$ cat src/hw/rtl/lcdseq_pkg.sv
// Shared types, constants and microcode word layout for the LCD nibble sequencer.
package lcdseq_pkg;

   localparam int PC_W = 6;

   localparam logic [2:0] KIND_INIT  = 3'd0;
   localparam logic [2:0] KIND_CMD   = 3'd1;
   localparam logic [2:0] KIND_CHAR  = 3'd2;
   localparam logic [2:0] KIND_ADDR  = 3'd3;
   localparam logic [2:0] KIND_CLEAR = 3'd4;

   localparam logic [1:0] CSR_ENABLE_PULSE = 2'd0;
   localparam logic [1:0] CSR_SETTLE       = 2'd1;
   localparam logic [1:0] CSR_WAKE_WAIT    = 2'd2;

   localparam logic [15:0] ENABLE_PULSE_RST = 16'd20;
   localparam logic [15:0] SETTLE_RST       = 16'd2000;
   localparam logic [15:0] WAKE_WAIT_RST    = 16'd5000;

   localparam logic [7:0] ROW1_LIMIT  = 8'h0F;
   localparam logic [7:0] ROW2_OFFSET = 8'h30;
   localparam logic [7:0] DDRAM_CMD   = 8'h80;
   localparam logic [7:0] CLEAR_CMD   = 8'h01;

   // nibble source
   localparam logic [1:0] NIB_CONST = 2'd0;
   localparam logic [1:0] NIB_HI    = 2'd1;
   localparam logic [1:0] NIB_LO    = 2'd2;

   // hold time source
   localparam logic [1:0] HOLD_PULSE = 2'd0;
   localparam logic [1:0] HOLD_SETTLE = 2'd1;
   localparam logic [1:0] HOLD_WAKE  = 2'd2;
   localparam logic [1:0] HOLD_ZERO  = 2'd3;

   // sequencing op
   localparam logic [1:0] OP_NEXT   = 2'd0;
   localparam logic [1:0] OP_DONE   = 2'd1;
   localparam logic [1:0] OP_BRANCH = 2'd2;

   // tail taken after a byte
   localparam logic [1:0] TAIL_NONE = 2'd0;
   localparam logic [1:0] TAIL_DROP = 2'd1;
   localparam logic [1:0] TAIL_WAIT = 2'd2;

   localparam logic [PC_W-1:0] PC_INIT      = 6'd0;
   localparam logic [PC_W-1:0] PC_BYTE      = 6'd33;
   localparam logic [PC_W-1:0] PC_TAIL_DROP = 6'd37;
   localparam logic [PC_W-1:0] PC_TAIL_WAIT = 6'd38;
   localparam logic [PC_W-1:0] PC_LAST      = 6'd38;

   typedef struct packed {
      logic [1:0] nib_sel;
      logic [3:0] nib_const;
      logic       rs_use;
      logic       en;
      logic [1:0] hold_sel;
      logic [1:0] op;
   } ucode_type;

   function automatic ucode_type uc(logic [1:0] nib_sel, logic [3:0] nib_const,
                                    logic rs_use, logic en, logic [1:0] hold_sel,
                                    logic [1:0] op);
      ucode_type w;
      w.nib_sel   = nib_sel;
      w.nib_const = nib_const;
      w.rs_use    = rs_use;
      w.en        = en;
      w.hold_sel  = hold_sel;
      w.op        = op;
      return w;
   endfunction

endpackage

$ cat src/hw/rtl/lcdseq_ucode_rom.sv
// Microcode store: one control word per pin event of each run.
module lcdseq_ucode_rom
   import lcdseq_pkg::*;
(
   input  logic [PC_W-1:0] addr,
   output ucode_type       word
);

   always_comb begin
      unique case (addr)
         // power-up wait and wake nibbles
         6'd0:  word = uc(NIB_CONST, 4'h0, 1'b0, 1'b0, HOLD_SETTLE, OP_NEXT);
         6'd1:  word = uc(NIB_CONST, 4'h3, 1'b0, 1'b1, HOLD_PULSE,  OP_NEXT);
         6'd2:  word = uc(NIB_CONST, 4'h3, 1'b0, 1'b0, HOLD_PULSE,  OP_NEXT);
         6'd3:  word = uc(NIB_CONST, 4'h3, 1'b0, 1'b0, HOLD_WAKE,   OP_NEXT);
         6'd4:  word = uc(NIB_CONST, 4'h3, 1'b0, 1'b1, HOLD_PULSE,  OP_NEXT);
         6'd5:  word = uc(NIB_CONST, 4'h3, 1'b0, 1'b0, HOLD_PULSE,  OP_NEXT);
         6'd6:  word = uc(NIB_CONST, 4'h3, 1'b0, 1'b0, HOLD_SETTLE, OP_NEXT);
         6'd7:  word = uc(NIB_CONST, 4'h3, 1'b0, 1'b1, HOLD_PULSE,  OP_NEXT);
         6'd8:  word = uc(NIB_CONST, 4'h3, 1'b0, 1'b0, HOLD_PULSE,  OP_NEXT);
         6'd9:  word = uc(NIB_CONST, 4'h3, 1'b0, 1'b0, HOLD_SETTLE, OP_NEXT);
         6'd10: word = uc(NIB_CONST, 4'h2, 1'b0, 1'b1, HOLD_PULSE,  OP_NEXT);
         6'd11: word = uc(NIB_CONST, 4'h2, 1'b0, 1'b0, HOLD_PULSE,  OP_NEXT);
         6'd12: word = uc(NIB_CONST, 4'h2, 1'b0, 1'b0, HOLD_SETTLE, OP_NEXT);
         // function set 0x28
         6'd13: word = uc(NIB_CONST, 4'h2, 1'b0, 1'b1, HOLD_PULSE,  OP_NEXT);
         6'd14: word = uc(NIB_CONST, 4'h2, 1'b0, 1'b0, HOLD_PULSE,  OP_NEXT);
         6'd15: word = uc(NIB_CONST, 4'h8, 1'b0, 1'b1, HOLD_PULSE,  OP_NEXT);
         6'd16: word = uc(NIB_CONST, 4'h8, 1'b0, 1'b0, HOLD_PULSE,  OP_NEXT);
         6'd17: word = uc(NIB_CONST, 4'h8, 1'b0, 1'b0, HOLD_SETTLE, OP_NEXT);
         // display on 0x0C
         6'd18: word = uc(NIB_CONST, 4'h0, 1'b0, 1'b1, HOLD_PULSE,  OP_NEXT);
         6'd19: word = uc(NIB_CONST, 4'h0, 1'b0, 1'b0, HOLD_PULSE,  OP_NEXT);
         6'd20: word = uc(NIB_CONST, 4'hC, 1'b0, 1'b1, HOLD_PULSE,  OP_NEXT);
         6'd21: word = uc(NIB_CONST, 4'hC, 1'b0, 1'b0, HOLD_PULSE,  OP_NEXT);
         6'd22: word = uc(NIB_CONST, 4'hC, 1'b0, 1'b0, HOLD_SETTLE, OP_NEXT);
         // clear 0x01
         6'd23: word = uc(NIB_CONST, 4'h0, 1'b0, 1'b1, HOLD_PULSE,  OP_NEXT);
         6'd24: word = uc(NIB_CONST, 4'h0, 1'b0, 1'b0, HOLD_PULSE,  OP_NEXT);
         6'd25: word = uc(NIB_CONST, 4'h1, 1'b0, 1'b1, HOLD_PULSE,  OP_NEXT);
         6'd26: word = uc(NIB_CONST, 4'h1, 1'b0, 1'b0, HOLD_PULSE,  OP_NEXT);
         6'd27: word = uc(NIB_CONST, 4'h1, 1'b0, 1'b0, HOLD_SETTLE, OP_NEXT);
         // entry mode 0x06
         6'd28: word = uc(NIB_CONST, 4'h0, 1'b0, 1'b1, HOLD_PULSE,  OP_NEXT);
         6'd29: word = uc(NIB_CONST, 4'h0, 1'b0, 1'b0, HOLD_PULSE,  OP_NEXT);
         6'd30: word = uc(NIB_CONST, 4'h6, 1'b0, 1'b1, HOLD_PULSE,  OP_NEXT);
         6'd31: word = uc(NIB_CONST, 4'h6, 1'b0, 1'b0, HOLD_PULSE,  OP_NEXT);
         6'd32: word = uc(NIB_CONST, 4'h6, 1'b0, 1'b0, HOLD_SETTLE, OP_DONE);
         // generic byte from the byte register
         6'd33: word = uc(NIB_HI,    4'h0, 1'b1, 1'b1, HOLD_PULSE,  OP_NEXT);
         6'd34: word = uc(NIB_HI,    4'h0, 1'b1, 1'b0, HOLD_PULSE,  OP_NEXT);
         6'd35: word = uc(NIB_LO,    4'h0, 1'b1, 1'b1, HOLD_PULSE,  OP_NEXT);
         6'd36: word = uc(NIB_LO,    4'h0, 1'b1, 1'b0, HOLD_PULSE,  OP_BRANCH);
         // tails
         6'd37: word = uc(NIB_LO,    4'h0, 1'b0, 1'b0, HOLD_ZERO,   OP_DONE);
         6'd38: word = uc(NIB_LO,    4'h0, 1'b0, 1'b0, HOLD_SETTLE, OP_DONE);
         default: word = uc(NIB_CONST, 4'h0, 1'b0, 1'b0, HOLD_ZERO, OP_DONE);
      endcase
   end

endmodule

$ cat src/hw/rtl/char_lcd_nibble_sequencer.sv
// Top level: 4-bit character LCD driver expanding requests into pin events.
//
// Request channel (req_valid/req_stall, req_kind, req_value): init, command
// byte, character, cursor address or clear. Kinds 5..7 are taken and dropped.
// Result channel (rsp_valid/rsp_stall): one pin event per transfer with the
// data nibble, RS, E, hold time in microseconds and a last flag on the final
// event of each run.
// A request is taken only while no run is in progress. Once it is taken the
// busy register is set, and the first event is then registered into the output
// register once that register is free; after that one event is produced per
// cycle while the receiver does not stall. A run holds 33 events for init, 4 for
// command and address, 5 for character and clear. The run rate is set by the
// microcode step counter, which moves one control word per issued event. A
// stalled event holds in the output register and the step counter waits. The
// next request is taken as soon as the last event sits in the output register.
// Reset (synchronous, active high) ends any run, empties the output and
// loads the timing registers with 20, 2000 and 5000 microseconds.
module char_lcd_nibble_sequencer
   import lcdseq_pkg::*;
(
   input  logic        clock,
   input  logic        reset,
   input  logic        req_valid,
   output logic        req_stall,
   input  logic [2:0]  req_kind,
   input  logic [7:0]  req_value,
   output logic        rsp_valid,
   input  logic        rsp_stall,
   output logic [3:0]  rsp_data_nibble,
   output logic        rsp_reg_select,
   output logic        rsp_enable,
   output logic [15:0] rsp_hold_us,
   output logic        rsp_last,
   input  logic        csr_write,
   input  logic [1:0]  csr_index,
   input  logic [15:0] csr_wdata
);

   logic [15:0]     pulse_ff, pulse_in;
   logic [15:0]     settle_ff, settle_in;
   logic [15:0]     wake_ff, wake_in;
   logic            busy_ff, busy_in;
   logic [PC_W-1:0] pc_ff, pc_in;
   logic [7:0]      byte_ff, byte_in;
   logic            rs_ff, rs_in;
   logic [1:0]      tail_ff, tail_in;
   logic            vld_ff, vld_in;
   logic [3:0]      nib_ff, nib_in;
   logic            rsel_ff, rsel_in;
   logic            en_ff, en_in;
   logic [15:0]     hold_ff, hold_in;
   logic            last_ff, last_in;

   ucode_type       uword;
   logic            req_take;
   logic            known;
   logic            step;
   logic [7:0]      addr_adj;

   lcdseq_ucode_rom u_rom (
      .addr (pc_ff),
      .word (uword)
   );

   assign req_stall = busy_ff;
   assign req_take  = req_valid && !busy_ff;
   assign known     = (req_kind <= KIND_CLEAR);
   assign step      = busy_ff && (!vld_ff || !rsp_stall);
   assign addr_adj  = (req_value > ROW1_LIMIT) ? req_value + ROW2_OFFSET : req_value;

   always_comb begin
      pulse_in  = pulse_ff;
      settle_in = settle_ff;
      wake_in   = wake_ff;
      if (csr_write) begin
         case (csr_index)
            CSR_ENABLE_PULSE: pulse_in  = csr_wdata;
            CSR_SETTLE:       settle_in = csr_wdata;
            CSR_WAKE_WAIT:    wake_in   = csr_wdata;
            default: ;
         endcase
      end
   end

   always_comb begin
      byte_in = byte_ff;
      rs_in   = rs_ff;
      tail_in = tail_ff;
      if (req_take) begin
         byte_in = req_value;
         rs_in   = 1'b0;
         tail_in = TAIL_NONE;
         case (req_kind)
            KIND_CHAR: begin
               rs_in   = 1'b1;
               tail_in = TAIL_DROP;
            end
            KIND_ADDR:  byte_in = DDRAM_CMD | addr_adj;
            KIND_CLEAR: begin
               byte_in = CLEAR_CMD;
               tail_in = TAIL_WAIT;
            end
            default: ;
         endcase
      end
   end

   always_comb begin
      unique case (uword.nib_sel)
         NIB_HI:  nib_in = byte_ff[7:4];
         NIB_LO:  nib_in = byte_ff[3:0];
         default: nib_in = uword.nib_const;
      endcase
      unique case (uword.hold_sel)
         HOLD_PULSE:  hold_in = pulse_ff;
         HOLD_SETTLE: hold_in = settle_ff;
         HOLD_WAKE:   hold_in = wake_ff;
         default:     hold_in = 16'd0;
      endcase
      rsel_in = uword.rs_use && rs_ff;
      en_in   = uword.en;
      last_in = (uword.op == OP_DONE) || ((uword.op == OP_BRANCH) && (tail_ff == TAIL_NONE));
   end

   always_comb begin
      pc_in   = pc_ff;
      busy_in = busy_ff;
      if (req_take) begin
         pc_in   = (req_kind == KIND_INIT) ? PC_INIT : PC_BYTE;
         busy_in = known;
      end else if (step) begin
         busy_in = !last_in;
         unique case (uword.op)
            OP_BRANCH: pc_in = (tail_ff == TAIL_DROP) ? PC_TAIL_DROP : PC_TAIL_WAIT;
            OP_NEXT:   pc_in = pc_ff + 1'b1;
            default:   pc_in = pc_ff;
         endcase
      end
      vld_in = step || (vld_ff && rsp_stall);
   end

   always_ff @(posedge clock) begin
      if (reset) begin
         pulse_ff  <= ENABLE_PULSE_RST;
         settle_ff <= SETTLE_RST;
         wake_ff   <= WAKE_WAIT_RST;
         busy_ff   <= 1'b0;
         vld_ff    <= 1'b0;
         pc_ff     <= PC_INIT;
      end else begin
         pulse_ff  <= pulse_in;
         settle_ff <= settle_in;
         wake_ff   <= wake_in;
         busy_ff   <= busy_in;
         vld_ff    <= vld_in;
         pc_ff     <= pc_in;
      end
   end

   always_ff @(posedge clock) begin
      byte_ff <= byte_in;
      rs_ff   <= rs_in;
      tail_ff <= tail_in;
      if (step) begin
         nib_ff  <= nib_in;
         rsel_ff <= rsel_in;
         en_ff   <= en_in;
         hold_ff <= hold_in;
         last_ff <= last_in;
      end
   end

   assign rsp_valid       = vld_ff;
   assign rsp_data_nibble = nib_ff;
   assign rsp_reg_select  = rsel_ff;
   assign rsp_enable      = en_ff;
   assign rsp_hold_us     = hold_ff;
   assign rsp_last        = last_ff;

`ifndef SYNTHESIS
   a_busy_until_last: assert property (@(posedge clock) disable iff (reset)
      (vld_ff && !last_ff) |-> busy_ff)
      else $error("non-final event pending while sequencer idle");

   a_entry_point: assert property (@(posedge clock) disable iff (reset)
      (req_take && known) |=> (busy_ff && ((pc_ff == PC_INIT) || (pc_ff == PC_BYTE))))
      else $error("run did not start at a program entry");

   a_pc_range: assert property (@(posedge clock) disable iff (reset)
      busy_ff |-> (pc_ff <= PC_LAST))
      else $error("step counter left the program");

   a_stall_holds: assert property (@(posedge clock) disable iff (reset)
      (vld_ff && rsp_stall) |=> (vld_ff && $stable(hold_ff) && $stable(last_ff)))
      else $error("stalled event changed");
`endif

endmodule
$ cat config.mk
export PLATFORM = sky130hd
export DESIGN_NAME = char_lcd_nibble_sequencer
export DESIGN_NICKNAME = d
export VERILOG_FILES = /design/src/hw/rtl/lcdseq_pkg.sv /design/src/hw/rtl/lcdseq_ucode_rom.sv /design/src/hw/rtl/char_lcd_nibble_sequencer.sv
export SDC_FILE = /design/constraint.sdc
export NUM_CORES = 1
export LEC_CHECK = 0
export ABC_AREA = 1
export ABC_CLOCK_PERIOD_IN_PS = 3100
export BUFFER_PORTS_ARGS = -buffer_cell sky130_fd_sc_hd__buf_2
export CAP_MARGIN = 10
export CORE_MARGIN = 5
export CORE_UTILIZATION = 32
export CTS_CLUSTER_DIAMETER = 50
export CTS_CLUSTER_SIZE = 24
export DETAILED_ROUTE_END_ITERATION = 6
export RECOVER_POWER = 100
export SYNTH_ARGS = -nofsm -noshare
export SYNTH_HDL_FRONTEND = slang
export SYNTH_SLANG_ARGS = --single-unit
$ cat constraint.sdc
create_clock -name clock -period 3.1 [get_ports clock]
set_input_delay 0.93 -clock clock [delete_from_list [all_inputs] [get_ports clock]]
set_output_delay 0.93 -clock clock [all_outputs]
set_load 0.03 [all_outputs]
==> summary.md <==
| Metric | Value |
|---|---|
| Max VDD drop | `0.2569 mV` |
| Post-DP Area | `0.005139 sq mm` |
| Worst path slowest cell | `clkbuf_1` |
| Worst R2R Setup Slack | `0.75 ns` |
| WL final | `10,360 microns` |
| Final WS setup | `0.4248 ns` |
| Internal | `2.287 mW` |
| Min-delay src | `u_rom.word[4]$_DFF_P_` |
| Outcome | `finished clean` |
| Ys flop type | `dfxtp_1` |
| DR pass1 iterations | `4` |
| Combinational fraction of design power | `0.199` |
| Clk sinks | `102` |
| Max stage delay on crit path | `0.58 ns` |
| Tmin final | `2.675 ns` |
| Synth cell count leaders | `nand2_1, inv_1, dfxtp_1` |
| CP top delay family | `buffers and inverters` |
| CP arrival | `2.94 ns` |
| Max frequency | `0.3738 GHz` |
| Critical Path Sink Type | `flip-flop` |
| Post-route clock period utilization | `0.8630` |
| Antenna Diode Count | `0` |
| Post-synthesis register bit count | `102` |
| Synthesis-to-finish area growth | `14.27%` |
| Die width | `130.3 microns` |
| Die area | `0.01697 sq mm` |
| Post-CTS Resized | `0` |
| Fin. max-slew vios | `0` |
| Clock power frac | `0.312` |
| Hold crit path type | `flip-flop to flip-flop` |
| Most frequent CP cell | `inv_1` |
| CTS clk-pin slew, worst paths | `0.06 ns` |
| Vias per std cell | `4.728` |
| Core area | `0.01437 sq mm` |
| Fin util | `0.3681` |
| Postcts setup bufs | `0` |
| Clock Path Buffers | `2` |
| Sw frac | `0.2914` |
| Max_slew headroom | `0.2246` |
| Register area share after synthesis | `0.5147` |
| Worst endpoint required time | `3.37 ns` |
| Post-synth EDFFs | `34` |
| DRC viols | `0` |
| Initial antenna violation count | `0` |
| Final net count | `652` |
| Reg2reg end | `u_rom.word[4]$_DFF_P_` |
| Design area | `0.005289 sq mm` |
| Number of buffers created by CTS | `9` |
| Die height | `130.3 microns` |
| CTS tree | `done` |
| Initial DRC count | `283` |
| Total grt overflow | `0` |
| RePlAce Congestion | `0.8909` |
| Worst-path maximum fanout | `15` |
| CTS Root Buffer Type | `clkbuf_16` |
| CP cell instances | `clkbuf_1 > inv_1 > nor2_1 > clkbuf_1 > nor2_2 > nand3_2 > inv_1 > ha_1 > inv_1 > nor2_1 > inv_1 > nand4_1 > nand3_1` |
| Final setup violation count | `0` |
| Pre-CTS worst setup slack | `0.1898 ns` |
| Setup Skew | `0.006683 ns` |
| Post-DRT Antenna Nets | `0` |
| Worst skew pair latency | `0.33 ns` |
| Buffers and inverters on the worst path | `6` |
| Via count | `3,754` |
| Post-Synthesis Cells | `546` |
| Ys Warns | `0` |
| Largest net degree at the start of global routing | `51` |
| Hold_buf cts | `0` |
| Vias in the first global route | `3,668` |
| Avg Cell Area, Syn | `8.477 sq um` |
| H-tree levels | `3` |
| P_sw | `940.6 uW` |
| IO Count | `59` |
| WL/cell | `13.05 microns` |
| Synthesized area | `0.004628 sq mm` |
| Register share of total power | `0.489` |
| First-pass GRT wire length | `17,030 microns` |
| Top post-synthesis cells by area | `dfxtp_1, edfxtp_1, nand2_1, inv_1, o21ai_0` |
| Effective utilization at floorplan | `0.3221` |
| FF-to-FF Start | `req_stall$_SDFFE_PP0N_` |
| Port-buffer cells | `58` |
| Leakage | `2.263 nW` |
| HPWL after detailed placement | `7517 microns` |
| Slew @ Worst Pin | `1.163 ns` |
| Hold Crit Depth | `0` |
| Yosys cell types | `36` |
| Syn nets | `593` |
| Yosys top cell by area | `dfxtp_1` |
| Worst Setup Start Kind | `input pin` |
| Setup TNS Final | `0 ns` |
| Most frequent cell after synthesis | `nand2_1` |
| Power Dens Cells | `610.3 mW/mm^2` |
| Overall Global Routing Usage | `0.1246` |
| Worst R2R Path Depth | `17` |
| Crit Path Class | `input pin to flip-flop` |
| Max-Cap Viols | `0` |
| Layout cell share with drive strength beyond 1 | `0.1164` |
| Final hold vios | `0` |
| Yosys top cell area share | `0.2941` |
| Asr flop ratio synth | `0` |
| FP Rows | `44` |
| Hold Path Sink | `rsp_enable$_DFFE_PP_` |
| RSZ-0062 raised after global routing | `no` |
[placed cells by master (no fill, tap or decap), types with 2 or more instances in the layout]
cell	count
a21oi_1	36
buf_2	28
buf_4	4
clkbuf_1	37
clkbuf_16	9
clkinv_1	3
dfxtp_1	68
edfxtp_1	34
ha_1	13
inv_1	77
inv_2	5
nand2_1	87
nand2_2	3
nand2_4	3
nand3_1	37
nand3_2	2
nand4_1	7
nor2_1	58
nor2_2	8
nor3_1	4
o211ai_1	11
o21ai_0	44
o21ai_1	4
o221ai_1	11
or2_1	2
[per-stage QoR]
step                      hold slack [ns]  instances  total power [mW]
final                              0.4392        794             3.228
after global routing               0.4565        794             3.412
after CTS                          0.4566        794             3.300
after detailed placement           0.4476        778             2.288
after global placement             0.4375        778             2.277
after floorplan                    0.3855        546             2.084
[final cells by class]
class,instances,area (sq um)
clock buffer,14,254.0
clock inverter,2,8.758
fill,1464,9080
inverter,84,315.3
multi-input combinational,341,1792
sequential,102,2382
tap,184,230.2
timing repair buffer,67,306.5
[metal layers]
| metal | global-route usage | vias up | part of all wire |
|---|---|---|---|
| li1 | - | 1916 | - |
| met1 | 0.1480 | 1737 | 0.43 |
| met4 | 0.04951 | 0 | 0.016 |
| met3 | 0.02702 | 9 | 0.066 |
| met5 | 0 | - | 0 |
| met2 | 0.2185 | 92 | 0.49 |
[logic make-up (layout without fill, tap and decap cells)]
logic type / count (synthesis) / in the layout / share of synthesized area
AND/OR/NAND/NOR: 216 / 216 / 0.2222
AO/OA/AOI/OAI: 110 / 110 / 0.1365
buffers and inverters: 103 / 167 / 0.08759
flip-flops: 102 / 102 / 0.5147
adder cells (fa/ha/maj): 13 / 13 / 0.03515
XOR/XNOR: 2 / 2 / 0.003785
[state kept, by name, summed over array words and instances (netlist names)]
name             flops
byte_ff              8
pc_ff                6
pulse_ff            16
req_stall            1
rs_ff                1
rsp_data_nibble      4
rsp_enable           1
rsp_hold_us         16
rsp_last             1
rsp_reg_select       1
rsp_valid            1
settle_ff           16
tail_ff              2
u_rom.word          12
wake_ff             16
[power groups by stage]
stage,combinational (mW),sequential (mW),clock [mW]
2_1_floorplan,0.419,1.66,0
6_report,0.642,1.58,1.01
4_1_cts,0.682,1.58,1.04
3_3_place_gp,0.669,1.61,0
5_1_grt,0.722,1.59,1.09
3_5_place_dp,0.679,1.61,0
[worst register-to-register path: stages, from the launching register on]
cell     delay [ns]
dfxtp_1        0.43
nand3_1        0.20
nand2_4        0.17
nand2_1        0.07
nor2_1         0.15
nor2_1         0.09
nor2_2         0.19
inv_1          0.07
ha_1           0.27
inv_1          0.03
nand4_1        0.10
nand2_1        0.06
inv_1          0.05
nor2_1         0.04
nor2_1         0.12
nand2_1        0.08
nand2_1        0.06
nand2_1        0.06
[worst max path at each step]
stage	start	to	slack [ns]	cells past startpoint
2_1_floorplan	req_valid	u_rom.word[4]$_DFF_P_	0.38	18
3_3_place_gp	rsp_stall	u_rom.word[4]$_DFF_P_	0.32	19
3_5_place_dp	rsp_stall	u_rom.word[4]$_DFF_P_	0.19	19
4_1_cts	rsp_stall	u_rom.word[4]$_DFF_P_	0.55	19
5_1_grt	req_valid	u_rom.word[7]$_DFF_P_	0.19	13
6_report	req_valid	u_rom.word[7]$_DFF_P_	0.42	13
Power figures use the tool's default switching activity.
